===== src/rtl/swhs_pkg.sv =====
// ----------------------------------------------------------------------------
// swhs_pkg
// Shared types and constants for the single-wire humidity sensor reader.
// ----------------------------------------------------------------------------
package swhs_pkg;

    // Data pulses per read, the first one being the presence pulse
    localparam int unsigned PULSE_COUNT = 41;

    localparam int unsigned CFG_IDX_W  = 3;
    localparam int unsigned CFG_DATA_W = 16;

    // Configuration register indexes
    localparam logic [CFG_IDX_W-1:0] CFG_START_LOW  = 3'd0;
    localparam logic [CFG_IDX_W-1:0] CFG_ACK_START  = 3'd1;
    localparam logic [CFG_IDX_W-1:0] CFG_ACK_END    = 3'd2;
    localparam logic [CFG_IDX_W-1:0] CFG_SYNC       = 3'd3;
    localparam logic [CFG_IDX_W-1:0] CFG_DATA       = 3'd4;
    localparam logic [CFG_IDX_W-1:0] CFG_THRESHOLD  = 3'd5;

    // Reset values of the configuration registers
    localparam logic [15:0] START_LOW_RST = 16'd550;
    localparam logic [7:0]  ACK_START_RST = 8'd25;
    localparam logic [7:0]  ACK_END_RST   = 8'd50;
    localparam logic [7:0]  SYNC_RST      = 8'd35;
    localparam logic [7:0]  DATA_RST      = 8'd50;
    localparam logic [7:0]  THRESHOLD_RST = 8'd11;

    // Item operations
    localparam logic OP_TICK  = 1'b0;
    localparam logic OP_START = 1'b1;

    typedef enum logic [2:0] {
        PH_IDLE     = 3'd0,
        PH_START    = 3'd1,
        PH_ACK_HIGH = 3'd2,
        PH_ACK_LOW  = 3'd3,
        PH_SYNC     = 3'd4,
        PH_DATA     = 3'd5
    } phase_t;

    typedef enum logic [2:0] {
        ST_OK          = 3'd0,
        ST_NOT_PRESENT = 3'd1,
        ST_ACK_LONG    = 3'd2,
        ST_CHECKSUM    = 3'd3,
        ST_DATA_TMO    = 3'd4,
        ST_SYNC_TMO    = 3'd5
    } status_t;

    // One input beat
    typedef struct packed {
        logic operation;
        logic pin_level;
    } item_t;

    // One result beat, packed from the highest bit down in field order
    typedef struct packed {
        logic signed [15:0] temperature_tenths;
        logic [14:0]        humidity_tenths;
        status_t            status;
        logic               done_res;
        logic               busy_res;
        logic               drive_low;
    } result_t;

    localparam int unsigned RESULT_W = $bits(result_t);
    localparam int unsigned OUT_W    = ((RESULT_W + 7) / 8) * 8;

endpackage


===== src/rtl/swhs_in_stage.sv =====
// ----------------------------------------------------------------------------
// swhs_in_stage
// Input register: captures one beat and holds it until the core takes it.
// ----------------------------------------------------------------------------
module swhs_in_stage
(
    input  logic                 clk,
    input  logic                 rst_n,
    input  logic                 in_valid,
    output logic                 in_ready,
    input  swhs_pkg::item_t      in_item,
    input  logic                 take,
    output logic                 held_valid,
    output swhs_pkg::item_t      held_item
);
    import swhs_pkg::*;

    logic  valid_reg;
    logic  valid_next;
    item_t item_reg;

    // Accept whenever empty or the held beat leaves this cycle
    assign in_ready   = !valid_reg || take;
    assign valid_next = (in_valid && in_ready) ? 1'b1 : (take ? 1'b0 : valid_reg);

    always_ff @(posedge clk or negedge rst_n)
    begin
        if (!rst_n)
        begin
            valid_reg <= 1'b0;
        end
        else
        begin
            valid_reg <= valid_next;
        end
    end

    // Hold payload
    always_ff @(posedge clk)
    begin
        if (in_valid && in_ready)
        begin
            item_reg <= in_item;
        end
    end

    assign held_valid = valid_reg;
    assign held_item  = item_reg;

endmodule


===== src/rtl/swhs_core.sv =====
// ----------------------------------------------------------------------------
// swhs_core
// Protocol state, configuration registers and the per-tick update that times
// the start pulse, acknowledge and data pulses and decodes the frame.
// ----------------------------------------------------------------------------
module swhs_core
(
    input  logic                                 clk,
    input  logic                                 rst_n,
    input  logic                                 step,
    input  swhs_pkg::item_t                      item,
    input  logic                                 cfg_we,
    input  logic [swhs_pkg::CFG_IDX_W-1:0]       cfg_index,
    input  logic [swhs_pkg::CFG_DATA_W-1:0]      cfg_data,
    output swhs_pkg::result_t                    result
);
    import swhs_pkg::*;

    // Configuration
    logic [15:0] start_low_reg;
    logic [7:0]  ack_start_reg;
    logic [7:0]  ack_end_reg;
    logic [7:0]  sync_reg;
    logic [7:0]  data_reg;
    logic [7:0]  threshold_reg;

    // Protocol state
    phase_t             phase_reg, phase_next;
    logic [15:0]        tick_reg, tick_next;
    logic [5:0]         bit_reg, bit_next;
    logic [39:0]        shift_reg, shift_next;
    logic [14:0]        hum_reg, hum_next;
    logic signed [15:0] temp_reg, temp_next;

    logic        finish;
    status_t     finish_code;
    logic        drive;
    logic [15:0] tick_inc;
    logic        bit_val;
    logic [39:0] shift_cand;
    logic [15:0] hum_word;
    logic [15:0] tmp_word;
    logic [7:0]  byte_sum;
    logic        sum_ok;

    always_ff @(posedge clk or negedge rst_n)
    begin
        if (!rst_n)
        begin
            start_low_reg <= START_LOW_RST;
            ack_start_reg <= ACK_START_RST;
            ack_end_reg   <= ACK_END_RST;
            sync_reg      <= SYNC_RST;
            data_reg      <= DATA_RST;
            threshold_reg <= THRESHOLD_RST;
        end
        else if (cfg_we)
        begin
            unique case (cfg_index)
                CFG_START_LOW: start_low_reg <= cfg_data;
                CFG_ACK_START: ack_start_reg <= cfg_data[7:0];
                CFG_ACK_END:   ack_end_reg   <= cfg_data[7:0];
                CFG_SYNC:      sync_reg      <= cfg_data[7:0];
                CFG_DATA:      data_reg      <= cfg_data[7:0];
                CFG_THRESHOLD: threshold_reg <= cfg_data[7:0];
                default:       ;
            endcase
        end
    end

    // Bit decode and frame check on the candidate shift word
    assign tick_inc   = tick_reg + 16'd1;
    assign bit_val    = (tick_inc > {8'd0, threshold_reg});
    assign shift_cand = {shift_reg[38:0], bit_val};
    assign hum_word   = shift_cand[39:24];
    assign tmp_word   = shift_cand[23:8];
    assign byte_sum   = hum_word[15:8] + hum_word[7:0] + tmp_word[15:8] + tmp_word[7:0];
    assign sum_ok     = (byte_sum == shift_cand[7:0]);

    // Next state
    always_comb
    begin
        phase_next  = phase_reg;
        tick_next   = tick_reg;
        bit_next    = bit_reg;
        shift_next  = shift_reg;
        hum_next    = hum_reg;
        temp_next   = temp_reg;
        finish      = 1'b0;
        finish_code = ST_OK;
        drive       = 1'b0;
        if (step)
        begin
            if (item.operation == OP_START)
            begin
                phase_next = PH_START;
                tick_next  = '0;
                bit_next   = '0;
                shift_next = '0;
                drive      = 1'b1;
            end
            else
            begin
                if (phase_reg != PH_IDLE)
                begin
                    tick_next = tick_inc;
                end
                unique case (phase_reg)
                    PH_IDLE: ;
                    PH_START:
                    begin
                        if (tick_inc >= start_low_reg)
                        begin
                            phase_next = PH_ACK_HIGH;
                            tick_next  = '0;
                        end
                        else
                        begin
                            drive = 1'b1;
                        end
                    end
                    PH_ACK_HIGH:
                    begin
                        if (item.pin_level)
                        begin
                            phase_next = PH_ACK_LOW;
                            tick_next  = '0;
                        end
                        else if (tick_inc > {8'd0, ack_start_reg})
                        begin
                            finish      = 1'b1;
                            finish_code = ST_NOT_PRESENT;
                        end
                    end
                    PH_ACK_LOW:
                    begin
                        if (!item.pin_level)
                        begin
                            phase_next = PH_SYNC;
                            tick_next  = '0;
                        end
                        else if (tick_inc > {8'd0, ack_end_reg})
                        begin
                            finish      = 1'b1;
                            finish_code = ST_ACK_LONG;
                        end
                    end
                    PH_SYNC:
                    begin
                        if (item.pin_level)
                        begin
                            phase_next = PH_DATA;
                            tick_next  = '0;
                        end
                        else if (tick_inc > {8'd0, sync_reg})
                        begin
                            finish      = 1'b1;
                            finish_code = ST_SYNC_TMO;
                        end
                    end
                    PH_DATA:
                    begin
                        if (!item.pin_level)
                        begin
                            // drop the presence pulse, shift in the rest MSB first
                            if (bit_reg != 6'd0)
                            begin
                                shift_next = shift_cand;
                            end
                            bit_next  = bit_reg + 6'd1;
                            tick_next = '0;
                            if (bit_next >= 6'(PULSE_COUNT))
                            begin
                                finish = 1'b1;
                                if (!sum_ok)
                                begin
                                    finish_code = ST_CHECKSUM;
                                end
                                else
                                begin
                                    finish_code = ST_OK;
                                    hum_next    = hum_word[14:0];
                                    // sign-magnitude to two's complement
                                    if (tmp_word[15])
                                    begin
                                        temp_next = -$signed({1'b0, tmp_word[14:0]});
                                    end
                                    else
                                    begin
                                        temp_next = $signed(tmp_word);
                                    end
                                end
                            end
                            else
                            begin
                                phase_next = PH_SYNC;
                            end
                        end
                        else if (tick_inc > {8'd0, data_reg})
                        begin
                            finish      = 1'b1;
                            finish_code = ST_DATA_TMO;
                        end
                    end
                    default:
                    begin
                        phase_next = PH_IDLE;
                        tick_next  = '0;
                    end
                endcase
                if (finish)
                begin
                    phase_next = PH_IDLE;
                    tick_next  = '0;
                end
            end
        end
    end

    // Result of this beat
    always_comb
    begin
        result.drive_low          = drive;
        result.busy_res           = (phase_next != PH_IDLE);
        result.done_res           = finish;
        result.status             = finish_code;
        result.humidity_tenths    = hum_next;
        result.temperature_tenths = temp_next;
    end

    always_ff @(posedge clk or negedge rst_n)
    begin
        if (!rst_n)
        begin
            phase_reg <= PH_IDLE;
            tick_reg  <= '0;
            bit_reg   <= '0;
            shift_reg <= '0;
            hum_reg   <= '0;
            temp_reg  <= '0;
        end
        else
        begin
            phase_reg <= phase_next;
            tick_reg  <= tick_next;
            bit_reg   <= bit_next;
            shift_reg <= shift_next;
            hum_reg   <= hum_next;
            temp_reg  <= temp_next;
        end
    end

endmodule


===== src/rtl/swhs_out_stage.sv =====
// ----------------------------------------------------------------------------
// swhs_out_stage
// Result register: holds one result beat until the downstream side takes it.
// ----------------------------------------------------------------------------
module swhs_out_stage
(
    input  logic                              clk,
    input  logic                              rst_n,
    input  logic                              load,
    input  swhs_pkg::result_t                 result,
    output logic                              space,
    output logic                              out_valid,
    input  logic                              out_ready,
    output logic [swhs_pkg::OUT_W-1:0]        out_data
);
    import swhs_pkg::*;

    logic    valid_reg;
    logic    valid_next;
    result_t data_reg;

    // Room for a new beat when empty or the current one leaves now
    assign space      = !valid_reg || out_ready;
    assign valid_next = load ? 1'b1 : (out_ready ? 1'b0 : valid_reg);

    always_ff @(posedge clk or negedge rst_n)
    begin
        if (!rst_n)
        begin
            valid_reg <= 1'b0;
        end
        else
        begin
            valid_reg <= valid_next;
        end
    end

    always_ff @(posedge clk)
    begin
        if (load)
        begin
            data_reg <= result;
        end
    end

    assign out_valid = valid_reg;
    assign out_data  = {{(OUT_W - RESULT_W){1'b0}}, data_reg};

endmodule


===== src/rtl/single_wire_humidity_sensor_reader.sv =====
// An accepted beat passes the input register, then the result register.
// Throughput: one beat per cycle unless the result stream stalls; the per-tick
//   protocol state update is one combinational pass, input to result register.
// Reset (rst_n, asynchronous, active low): read idle, counters and shift word
//   cleared, last readings zero, configuration registers at their defaults.
// ----------------------------------------------------------------------------
// single_wire_humidity_sensor_reader
// Times a single-wire humidity/temperature sensor transaction from pin samples
// and reports humidity and signed temperature in tenths.
// ----------------------------------------------------------------------------
module single_wire_humidity_sensor_reader
(
    input  logic                                 clk,
    input  logic                                 rst_n,
    input  logic                                 s_axis_tvalid,
    output logic                                 s_axis_tready,
    input  logic [7:0]                           s_axis_tdata,  // [0] pin_level
    input  logic                                 s_axis_tuser,  // [0] operation
    output logic                                 m_axis_tvalid,
    input  logic                                 m_axis_tready,
    // [0] drive_low, [1] busy_res, [2] done_res, [5:3] status,
    // [20:6] humidity_tenths, [36:21] temperature_tenths, [39:37] zero
    output logic [swhs_pkg::OUT_W-1:0]           m_axis_tdata,
    input  logic                                 cfg_we,
    input  logic [swhs_pkg::CFG_IDX_W-1:0]       cfg_index,
    input  logic [swhs_pkg::CFG_DATA_W-1:0]      cfg_data
);
    import swhs_pkg::*;

    item_t   in_item;
    item_t   held_item;
    logic    held_valid;
    logic    out_space;
    logic    advance;
    result_t result;

    assign in_item.operation = s_axis_tuser;
    assign in_item.pin_level = s_axis_tdata[0];

    // Process the held beat when the result register has room
    assign advance = held_valid && out_space;

    swhs_in_stage u_in
    (
        .clk        (clk),
        .rst_n      (rst_n),
        .in_valid   (s_axis_tvalid),
        .in_ready   (s_axis_tready),
        .in_item    (in_item),
        .take       (advance),
        .held_valid (held_valid),
        .held_item  (held_item)
    );

    swhs_core u_core
    (
        .clk       (clk),
        .rst_n     (rst_n),
        .step      (advance),
        .item      (held_item),
        .cfg_we    (cfg_we),
        .cfg_index (cfg_index),
        .cfg_data  (cfg_data),
        .result    (result)
    );

    swhs_out_stage u_out
    (
        .clk       (clk),
        .rst_n     (rst_n),
        .load      (advance),
        .result    (result),
        .space     (out_space),
        .out_valid (m_axis_tvalid),
        .out_ready (m_axis_tready),
        .out_data  (m_axis_tdata)
    );

endmodule


===== config.mk =====
export PLATFORM = sky130hd
export DESIGN_NAME = single_wire_humidity_sensor_reader
export DESIGN_NICKNAME = d
export VERILOG_FILES = /design/src/rtl/swhs_pkg.sv /design/src/rtl/swhs_in_stage.sv /design/src/rtl/swhs_core.sv /design/src/rtl/swhs_out_stage.sv /design/src/rtl/single_wire_humidity_sensor_reader.sv
export SDC_FILE = /design/constraint.sdc
export NUM_CORES = 1
export LEC_CHECK = 0
export ABC_AREA = 1
export BUFFER_PORTS_ARGS = -buffer_cell sky130_fd_sc_hd__buf_2
export CELL_PAD_IN_SITES_DETAIL_PLACEMENT = 0
export CELL_PAD_IN_SITES_GLOBAL_PLACEMENT = 2
export CORE_UTILIZATION = 32
export CTS_CLUSTER_DIAMETER = 30
export DETAILED_ROUTE_END_ITERATION = 6
export MAX_ROUTING_LAYER = met4
export PLACE_DENSITY = 0.69
export SYNTH_ARGS = -nofsm -noshare
export SYNTH_HDL_FRONTEND = slang
export SYNTH_HIERARCHICAL = 1
export SYNTH_SLANG_ARGS = --single-unit

===== constraint.sdc =====
create_clock -name clk -period 10 [get_ports clk]
set_clock_uncertainty 0.05 [all_clocks]
set_input_delay 1.5 -clock clk [delete_from_list [all_inputs] [get_ports clk]]
set_output_delay 1.5 -clock clk [all_outputs]
set_load 0.02 [all_outputs]

==> impl_metrics.csv, run 1 <==
group,metric,value,unit
outcome,status,"completed",
synthesis,synthArstFlopShare,0.797,
layout,final_nets,1341,
clock_tree,hold_buffers,0,
synthesis,yosysWarnings,6,
floorplanning,ios,75,
synthesis,synth_top_area_frac,0.320,
timing,tightest_slew,1.12,ns
drt,drt-initial-drc-count,465,
power_and_ir_drop,power.density,229,nW/um^2
synthesis,synth_edf_count,39,
worst_setup_path,crit_arrival,4.75,ns
drt,wl_per_cell,14.7,um
grt,met1_usage,0.211,
power_and_ir_drop,ir_drop,0.124,mV
synthesis,synth_cell_type_count,40,
worst_setup_path,path_class,"input pin to flop",
clock_tree,cts_tree,"built",
floorplanning,die_h,183,um
drt,ant_nets,0,
synthesis,ys_seq_area_frac,0.480,
hold_path,min_to,"u_core/hum_reg[11]",
job,max_cap_violations,0,
grt,grt_pass1_wl,40.9,mm
clock_tree,cts_sinks,192,
drt,dr.pass1.iters,5,
hold_path,hold_start,"u_core/hum_reg[11]",
synthesis,syn_area,10500,um^2
drt,vias_per_cell,4.51,
worst_setup_path,worstSetupStartpointType,"input pin",
clock_tree,cts_max_path_buffers,2,
timing,drv_slew,0,
clock_tree,path_clk_slew,0.07,ns
timing,finalHoldViolations,0,
grt,busiest_layer,"met2",
worst_setup_path,worstPathCellList,"buf_2 > inv_1 > nand2_2 > nand2_1 > inv_2 > buf_4 > inv_1 > nor2_1 > inv_1 > nor2_1 > inv_1 > nor2_1 > nand3_2 > buf_4 > nand2_2 > o21ai_2",
synthesis,synthCells,1174,
timing,layout_min_cycle_time,4.64,ns
synthesis,synth_area_leader_cell,"dfrtp_1",
synthesis,ys.flop_type,"dfrtp_1",
floorplanning,core,31900,um^2
layout,multi_input_area,4540,um^2
layout,drive_gt1_frac,0.147,
grt,met3_usage,0.0294,
clock_tree,post_cts_buffers,0,
worst_setup_path,cp_common_cell,"inv_1",
layout,fillers,3351,
worst_setup_path,crit_required,10.12,ns
worst_setup_path,max_stage_delay,0.53,ns
worst_setup_path,regToRegSetupSlack,5.37,ns
timing,final-setup-viol-count,0,
clock_tree,cts_buffers,17,
worst_setup_path,cp_slowest_cell,"buf_4",
placed_design,port_buffers,64,
worst_setup_path,crit_family,"buffers and inverters",
drt,wl,24.7,mm
layout,largest_reg_flops,39,
grt,grt_pass1_vias,7599,
power_and_ir_drop,power,2710,uW
worst_setup_path,path_buf_inv,8,
synthesis,ys_ff_latch,192,
worst_setup_path,timing.rr.end,"u_out/out_data[16]",
hold_path,hp-class,"flop to flop",
timing,rsz0062_at_grt,"false",
layout,syn_to_final_growth,12.9,%
floorplanning,rows,65,
timing,slew_headroom,0.254,
floorplanning,initial_core_util,0.328,
timing,fmax,0.216,GHz
synthesis,syn_avg_cell_area,8.92,um^2
power_and_ir_drop,leakagePower,0.00564,uW
grt,grt_max_degree,57,
timing,period_share,0.464,
layout,n_antenna_cell,0,
worst_setup_path,end_kind,"flop",
drt,drc,0,
clock_tree,ctsResizeCount,0,
layout,regArea,5020,um^2
clock_tree,ctsRootBufferMaster,"clkbuf_16",
synthesis,yosysMostFrequentCell,"nand2_1",
worst_setup_path,crit_fanout,56,
timing,hold_slack,0.428,ns
floorplanning,design.die.area,33400,um^2
grt,overflow,0,
layout,final_util,0.371,
worst_setup_path,r2r-start,"u_core/shift_reg[16]",
placed_design,gp_congestion,0.779,
placed_design,hpwl,17.8,mm
clock_tree,htreeDepth,4,
worst_setup_path,reg2regPathDepth,18,
floorplanning,die_w,183,um
grt,antenna_found_initial,0,
timing,finalSetupTns,0,ns
grt,grt.total_usage,0.164,
hold_path,worstHoldPathCells,2,
drt,via_count,7543,
grt,use_met2,0.262,
clock_tree,clkLatencyLatePin,0.44,ns
synthesis,synth_common_cells,"213 x nand2_1, 187 x inv_1, 134 x dfrtp_1",
synthesis,synth.area.top_cells,"dfrtp_1 32%, edfxtp_1 11%, ha_1 8.1%, nand2_1 7.6%, inv_1 6.7%",
==> stage by stage <==
step	instances	cell area, um^2	setup WS (ns)
detailed placement	1642	11200	4.86
global placement	1642	11200	4.88
global route	1674	11800	4.98
CTS	1674	11800	5.33
floorplan	1176	10500	5.68
finish	1674	11800	5.36
==> report_power, final <==
| part | leakage (uW) | switching (uW) | internal [uW] |
|---|---|---|---|
| combinational | 0.00301 | 627 | 343 |
| sequential | 0.00233 | 88.1 | 913 |
| clock | 0.000309 | 327 | 412 |
==> cell families (layout without fill, tap and decap cells) <==
group,count (synthesis),count (layout),synth area share
AOI/OAI and AO/OA,221,221,0.116
xor gates and xnor gates,34,34,0.0302
adders and majority gates,82,82,0.108
buffers and inverters,227,290,0.0880
DFF,192,192,0.480
muxes,2,2,0.00191
other,1,3,0.000358
and+or+nand+nor,415,415,0.176
==> worst reg2reg max path, delay by kind of cell, from the launching register on <==
kind	cells	cell delay [ns]
AOI/OAI and AO/OA	5	0.57
adders and majority gates	4	1.70
and+or+nand+nor	6	1.08
DFF	1	0.49
buffers and inverters	3	0.45
==> routing by layer <==
layer	part of all wire	wire length, um
met4	0.016	394
met5	0	0
met2	0.47	11500
met1	0.49	12200
met3	0.023	557
==> worst max-delay path by stage <==
stage                   from                 end  depth (start not counted)
6_report       m_axis_tready  u_out/out_data[16]                         16
5_1_grt        m_axis_tready  u_out/out_data[13]                         16
2_1_floorplan  m_axis_tready       s_axis_tready                          6
4_1_cts        m_axis_tready  u_out/out_data[16]                         16
3_3_place_gp   m_axis_tready  u_out/out_data[16]                         16
3_5_place_dp   m_axis_tready  u_out/out_data[16]                         16
==> placed cells by master (no fill, tap or decap), types with 4 or more instances in the layout <==
master / n
o21ai_1: 12
o21ai_2: 15
nor2_2: 6
xnor2_1: 4
nand4_1: 22
fa_1: 14
buf_2: 63
nor3_1: 10
edfxtp_1: 39
clkbuf_16: 17
xor2_1: 29
nand3_1: 64
o22ai_1: 17
inv_1: 186
ha_1: 68
o21ai_0: 121
dfrtp_1: 134
nor2_1: 58
inv_8: 4
a21oi_1: 48
dfstp_2: 19
nand2_2: 29
nand2_1: 213
buf_4: 5
==> layout make-up <==
class	instances	area share
Clock buffer	19	0.0375
Sequential cell	192	0.425
Clock inverter	13	0.0164
Multi-Input combinational cell	757	0.384
Inverter	189	0.0600
Tap cell	435	0.0461
Timing Repair Buffer	69	0.0308
(Power assumes the default switching activity.)
==> run 2: changes to the inputs <==
==> constraint.sdc (replaced) <==
create_clock -name clk -period 4.3 [get_ports clk]
set_clock_uncertainty 0.05 [all_clocks]
set_input_delay 0.645 -clock clk [delete_from_list [all_inputs] [get_ports clk]]
set_output_delay 0.645 -clock clk [all_outputs]
set_load 0.02 [all_outputs]
==> run 2 against run 1 <==
Net effect:
- clock power is 120% higher
- critical path depth is 2 higher
- power is 130% higher
- highest routed layer unchanged
- die area stayed put
- first-iteration DRC count is 19% lower
- sequential cell count stayed put
- register-to-register slack worse by 5.1 ns
- final cell count is 0.78% higher
==> impl_metrics.csv, run 2 (same netlist as run 1, synthesis figures left out) <==
group,metric,value,unit
outcome,status,"completed",
clock_tree,hold_buffers,0,
worst_setup_path,cp_slowest_cell,"fa_1",
grt,grt.total_usage,0.164,
grt,grt_max_degree,84,
floorplanning,rows,65,
grt,grt_pass1_wl,41.1,mm
layout,final_util,0.377,
layout,n_antenna_cell,0,
clock_tree,htreeDepth,4,
worst_setup_path,worstPathCellList,"fa_1 > inv_1 > fa_1 > inv_1 > ha_2 > fa_2 > a21oi_2 > o21ai_2 > or2_4 > nand3_1 > o21ai_0 > a21oi_1 > nand2_1 > nor2_4 > nand3_4 > clkbuf_16 > nand2_2 > o21ai_2",
worst_setup_path,cp-startpoint,"u_core/shift_reg[24]",
placed_design,placed_cells,1648,
worst_setup_path,path_buf_inv,3,
placed_design,gp_congestion,0.800,
drt,wl,26.0,mm
grt,antenna_found_initial,0,
power_and_ir_drop,ir_drop,0.428,mV
placed_design,hpwl,18.1,mm
clock_tree,cts_tree,"built",
timing,period_share,0.937,
worst_setup_path,path_class,"flop to flop",
layout,largest_reg_flops,39,
worst_setup_path,worstSetupStartpointType,"flop",
layout,final_cell_mix,"212 x nand2_1, 186 x inv_1, 134 x dfrtp_1",
layout,syn_to_final_growth,14.7,%
worst_setup_path,regToRegSetupSlack,0.27,ns
layout,multi_input_area,4570,um^2
power_and_ir_drop,leakagePower,0.00574,uW
timing,final-setup-viol-count,0,
drt,ant_nets,0,
timing,layout_min_cycle_time,4.03,ns
drt,dr.pass1.iters,5,
worst_setup_path,crit_arrival,4.17,ns
drt,wl_per_cell,15.4,um
layout,regArea,5020,um^2
grt,grt_pass1_vias,7611,
job,max_cap_violations,0,
floorplanning,die_w,183,um
power_and_ir_drop,power.density,525,nW/um^2
layout,design_area,12000,um^2
placed_design,dpl_cell_area,11300,um^2
placed_design,port_buffers,64,
layout,fillers,3309,
timing,tightest_slew,1.16,ns
floorplanning,ios,75,
timing,slew_headroom,0.224,
grt,overflow,0,
worst_setup_path,max_stage_delay,0.56,ns
worst_setup_path,r2r-start,"u_core/shift_reg[24]",
layout,final_nets,1354,
timing,fmax,0.248,GHz
worst_setup_path,crit_fanout,7,
clock_tree,cts_max_path_buffers,2,
hold_path,hp-class,"input pin to async pin",
worst_setup_path,crit_family,"adder cells",
drt,drt-initial-drc-count,378,
timing,finalHoldViolations,0,
clock_tree,cts_buffers,17,
timing,hold_slack,0.211,ns
drt,drc,0,
clock_tree,cts_sinks,192,
clock_tree,path_clk_slew,0.08,ns
drt,via_count,7723,
timing,drv_slew,0,
layout,drive_gt1_frac,0.161,
clock_tree,ctsRootBufferMaster,"clkbuf_16",
layout,layout.cells.non_filler,1687,
clock_tree,clkLatencyLatePin,0.45,ns
drt,vias_per_cell,4.58,
worst_setup_path,crit_required,4.44,ns
layout,final_common_cell,"nand2_1",
floorplanning,die_h,183,um
floorplanning,core,31900,um^2
power_and_ir_drop,power,6310,uW
worst_setup_path,end_kind,"flop",
floorplanning,design.die.area,33400,um^2
floorplanning,initial_core_util,0.328,
-- run 2: report_power, final --
part / switching (uW) / internal [uW]
clock: 792 / 825
sequential: 192 / 2120
combinational: 1520 / 858
total: 2500 / 3810
-- run 2: final cells by class --
cell class | instances | share of cell area
clock buffer | 19 | 0.0387
clock inverter | 13 | 0.0114
inverter | 189 | 0.0591
multi-input combinational | 757 | 0.381
sequential | 192 | 0.418
tap | 435 | 0.0453
timing repair buffer | 82 | 0.0466
-- run 2: final timing paths --
kind | end | cells past startpoint
min | u_core/temp_reg[4] | 1
max in group asynchronous | u_core/threshold_reg[3] | 2
max | u_out/out_data[20] | 18
min reg2reg | u_core/hum_reg[7] | 2
max reg2reg | u_out/out_data[20] | 18
min in group clk | u_in/held_item[1] | 1
-- run 2: metal layers --
metal | share of wire | global-route usage | up-vias
met5 | 0 | - | -
met4 | 0.0093 | 0.0410 | 0
met3 | 0.022 | 0.0290 | 13
met2 | 0.49 | 0.271 | 93
met1 | 0.48 | 0.209 | 3671
li1 | - | - | 3946
-- run 2: repair_timing --
| action | in CTS | in global routing |
|---|---|---|
| setup endpoints to repair | 0 | 33 |
| setup buffers | 0 | 2 |
| gates resized for setup | 0 | 9 |
-- run 2: stage by stage --
step	worst slack, ns	TNS [ns]
2_1_floorplan	0.350	0
3_3_place_gp	0.190	0
3_5_place_dp	0.143	0
4_1_cts	0.105	0
5_1_grt	-0.00227	-0.00404
6_report	0.271	0
==> run 3: changes to the inputs <==
--- a/config.mk
+++ b/config.mk
@@ -5,7 +5,6 @@
 export SDC_FILE = /design/constraint.sdc
 export NUM_CORES = 1
 export LEC_CHECK = 0
-export ABC_AREA = 1
 export BUFFER_PORTS_ARGS = -buffer_cell sky130_fd_sc_hd__buf_2
 export CELL_PAD_IN_SITES_DETAIL_PLACEMENT = 0
 export CELL_PAD_IN_SITES_GLOBAL_PLACEMENT = 2
@@ -13,7 +12,7 @@
 export CTS_CLUSTER_DIAMETER = 30
 export DETAILED_ROUTE_END_ITERATION = 6
 export MAX_ROUTING_LAYER = met4
-export PLACE_DENSITY = 0.69
+export PLACE_DENSITY = 0.65
 export SYNTH_ARGS = -nofsm -noshare
 export SYNTH_HDL_FRONTEND = slang
 export SYNTH_HIERARCHICAL = 1
==> run 3 against run 2 <==
Net effect:
- the run now ends with design-rule violations, negative setup slack left
- global-route usage is 0.47 points higher
- maximum frequency is 8.4% lower
- critical path depth stayed put
- worst setup slack worse by 0.37 ns
- via count is 8.9% lower
- clock power is 4% lower
- synthesized area is 3.3% lower
- combinational power is 67% lower
- register-to-register slack worse by 0.37 ns
- power is 29% lower
- sequential cell count stayed put
- sequential power is 8% lower
==> impl_metrics.csv, run 3 <==
group,metric,value,unit
outcome,status,"complete, but fails checks",
outcome,violations,"design-rule violations, negative setup slack",
job,max_cap_violations,0,
clock_tree,hold_buffers,0,
clock_tree,cts_max_path_buffers,2,
grt,grt_pass1_vias,7272,
floorplanning,initial_core_util,0.328,
grt,grt_pass1_wl,41.1,mm
power_and_ir_drop,power.density,371,nW/um^2
clock_tree,cts_sinks,192,
layout,n_antenna_cell,0,
synthesis,ys_ff_latch,192,
floorplanning,core,30800,um^2
drt,ant_nets,0,
floorplanning,die_h,180,um
timing,period_share,1.02,
timing,finalHoldViolations,0,
timing,layout_min_cycle_time,4.40,ns
synthesis,ys.flop_type,"dfrtp_1",
synthesis,synth_top_area_frac,0.331,
layout,fillers,2978,
worst_setup_path,end_kind,"flop",
synthesis,synth_edf_count,39,
worst_setup_path,crit_required,4.45,ns
worst_setup_path,worstSetupStartpointType,"flop",
power_and_ir_drop,ir_drop,0.268,mV
drt,drt-initial-drc-count,414,
synthesis,synth_common_cells,"134 x dfrtp_1, 76 x nand2_1, 73 x inv_1",
timing,drv_slew,0,
synthesis,synthCells,901,
drt,wl_per_cell,17.3,um
layout,final_common_cell,"dfrtp_1",
power_and_ir_drop,power.switching,1340,uW
drt,wl,24.5,mm
power_and_ir_drop,p_sw_frac,0.301,
floorplanning,design.die.area,32400,um^2
timing,finalSetupTns,-2.36,ns
drt,via_count,7036,
timing,fmax,0.227,GHz
power_and_ir_drop,p_comb_frac,0.177,
timing,rsz0062_at_grt,"true",
synthesis,ys_seq_area_frac,0.496,
synthesis,yosysWarnings,6,
clock_tree,path_clk_slew,0.08,ns
placed_design,hpwl,16.6,mm
drt,vias_per_cell,4.98,
clock_tree,cts_buffers,17,
power_and_ir_drop,intPower,3130,uW
clock_tree,ctsRootBufferMaster,"clkbuf_16",
grt,grt.total_usage,0.169,
hold_path,hp-class,"input pin to async pin",
clock_tree,clkLatencyLatePin,0.46,ns
timing,slew_headroom,0.375,
floorplanning,die_w,180,um
synthesis,syn_area,10100,um^2
clock_tree,cts_tree,"built",
grt,overflow,0,
timing,tightest_slew,0.937,ns
power_and_ir_drop,clkPwrFrac,0.349,
grt,grt_max_degree,91,
placed_design,port_buffers,64,
layout,final_nets,1119,
layout,largest_reg_flops,39,
floorplanning,rows,64,
layout,final_util,0.391,
layout,syn_to_final_growth,19.1,%
power_and_ir_drop,leakagePower,0.00561,uW
floorplanning,ios,75,
worst_setup_path,crit_arrival,4.55,ns
drt,drc,6,
timing,final-setup-viol-count,31,
grt,antenna_found_initial,0,
timing,fin_ws,-0.0995,ns
placed_design,gp_congestion,0.792,
power_and_ir_drop,seq_power_share,0.473,
synthesis,yosysMostFrequentCell,"dfrtp_1",
layout,drive_gt1_frac,0.240,
synthesis,synth_cell_type_count,68,
synthesis,synthArstFlopShare,0.797,
worst_setup_path,path_class,"flop to flop",
synthesis,synth_area_leader_cell,"dfrtp_1",
synthesis,synth.area.top_cells,"dfrtp_1 33%, edfxtp_1 12%, ha_1 8.4%, dfstp_2 4.9%, a22o_1 4.2%",
layout,final_cell_mix,"134 x dfrtp_1, 76 x nand2_1, 72 x inv_1",
worst_setup_path,crit_fanout,6,
drt,dr.pass1.iters,6,
synthesis,syn_avg_cell_area,11.2,um^2
clock_tree,htreeDepth,4,
[run 3: cell count changes after synthesis, sizes merged, moves of 14 or more]
cell	change
o22ai	-14
inv	-116
o21ai	-85
nor2	-38
mux2	+51
a22o	+49
nand2b	+18
a21oi	-18
xor2	-18
nand3	-52
nand2	-166
xnor2	+26
[run 3: worst max-delay path: stages (launching register included)]
cell	delay [ns]
dfrtp_1	0.40
fa_1	0.55
inv_1	0.05
fa_1	0.49
inv_2	0.05
ha_4	0.15
fa_2	0.33
a21o_1	0.19
a21oi_2	0.16
buf_4	0.13
o21ai_2	0.05
xnor2_1	0.13
or4_4	0.45
nor4_4	0.16
buf_6	0.13
buf_6	0.09
buf_12	0.11
buf_16	0.14
mux2_4	0.31
[run 3: area by class of cell]
class                           count  area [um^2]  share of cell area
Multi-Input combinational cell    601         4850               0.402
Tap cell                          396          495              0.0411
Clock buffer                       19          433              0.0359
Sequential cell                   192         5020               0.417
Clock inverter                     13          126              0.0105
Inverter                           73          274              0.0227
Timing Repair Buffer              119          857              0.0711
[run 3: path summary, 6_finish.rpt]
path / slack, ns / cells past startpoint / endpoint / startpoint
max in group asynchronous: 3.10 / 2 / u_core/hum_reg[1] / rst_n
worst min register to register: 0.44 / 1 / u_core/temp_reg[13] / u_core/temp_reg[13]
min in group clk: 0.32 / 1 / u_in/held_item[1] / s_axis_tuser
worst min-delay path: 0.20 / 1 / u_core/ack_end_reg[0] / rst_n
worst max-delay path: -0.1 / 18 / u_out/out_data[12] / u_core/shift_reg[8]
worst max register to register: -0.1 / 18 / u_out/out_data[12] / u_core/shift_reg[8]
[run 3: logic make-up after synthesis]
kind of cell / count (synthesis) / share of synthesized area
AOI/OAI and AO/OA: 209 / 0.140
xor gates and xnor gates: 42 / 0.0363
muxes: 56 / 0.0617
buffers and inverters: 110 / 0.0440
and+or+nand+nor: 209 / 0.109
other: 1 / 0.000370
adders and majority gates: 82 / 0.112
DFF: 192 / 0.496
[run 3: what timing repair did]
action	CTS	global route
pin swaps	7	2
endpoints found under the setup margin	62	71
gates cloned	3	0
resized for setup	23	10
buffers inserted	8	1
[run 3: metrics by stage]
step | setup WS, ns | cells | power [uW] | hold slack [ns] | cell area, um^2
global placement | -0.174 | 1370 | 2950 | 0.412 | 11200
finish | -0.0995 | 1413 | 4470 | 0.201 | 12100
floorplan | 0.00648 | 903 | 2680 | 0.299 | 10200
global route | -0.262 | 1413 | 4740 | 0.274 | 12100
detailed placement | -0.206 | 1370 | 2960 | 0.416 | 11200
CTS | -0.0942 | 1413 | 4550 | 0.252 | 12000
[run 3: power groups by stage]
stage	combinational [uW]	sequential [uW]	clock [uW]
floorplan	481	2200	0
global placement	796	2150	0
detailed placement	806	2150	0
CTS	812	2120	1620
global route	918	2140	1680
finish	793	2120	1560
[run 3: routing by layer]
layer | GRT usage | vias to the layer above | share of wire
met5 | - | - | 0
met2 | 0.250 | 88 | 0.45
li1 | - | 3433 | -
met3 | 0.0290 | 20 | 0.026
met4 | 0.0507 | 0 | 0.015
met1 | 0.236 | 3495 | 0.51
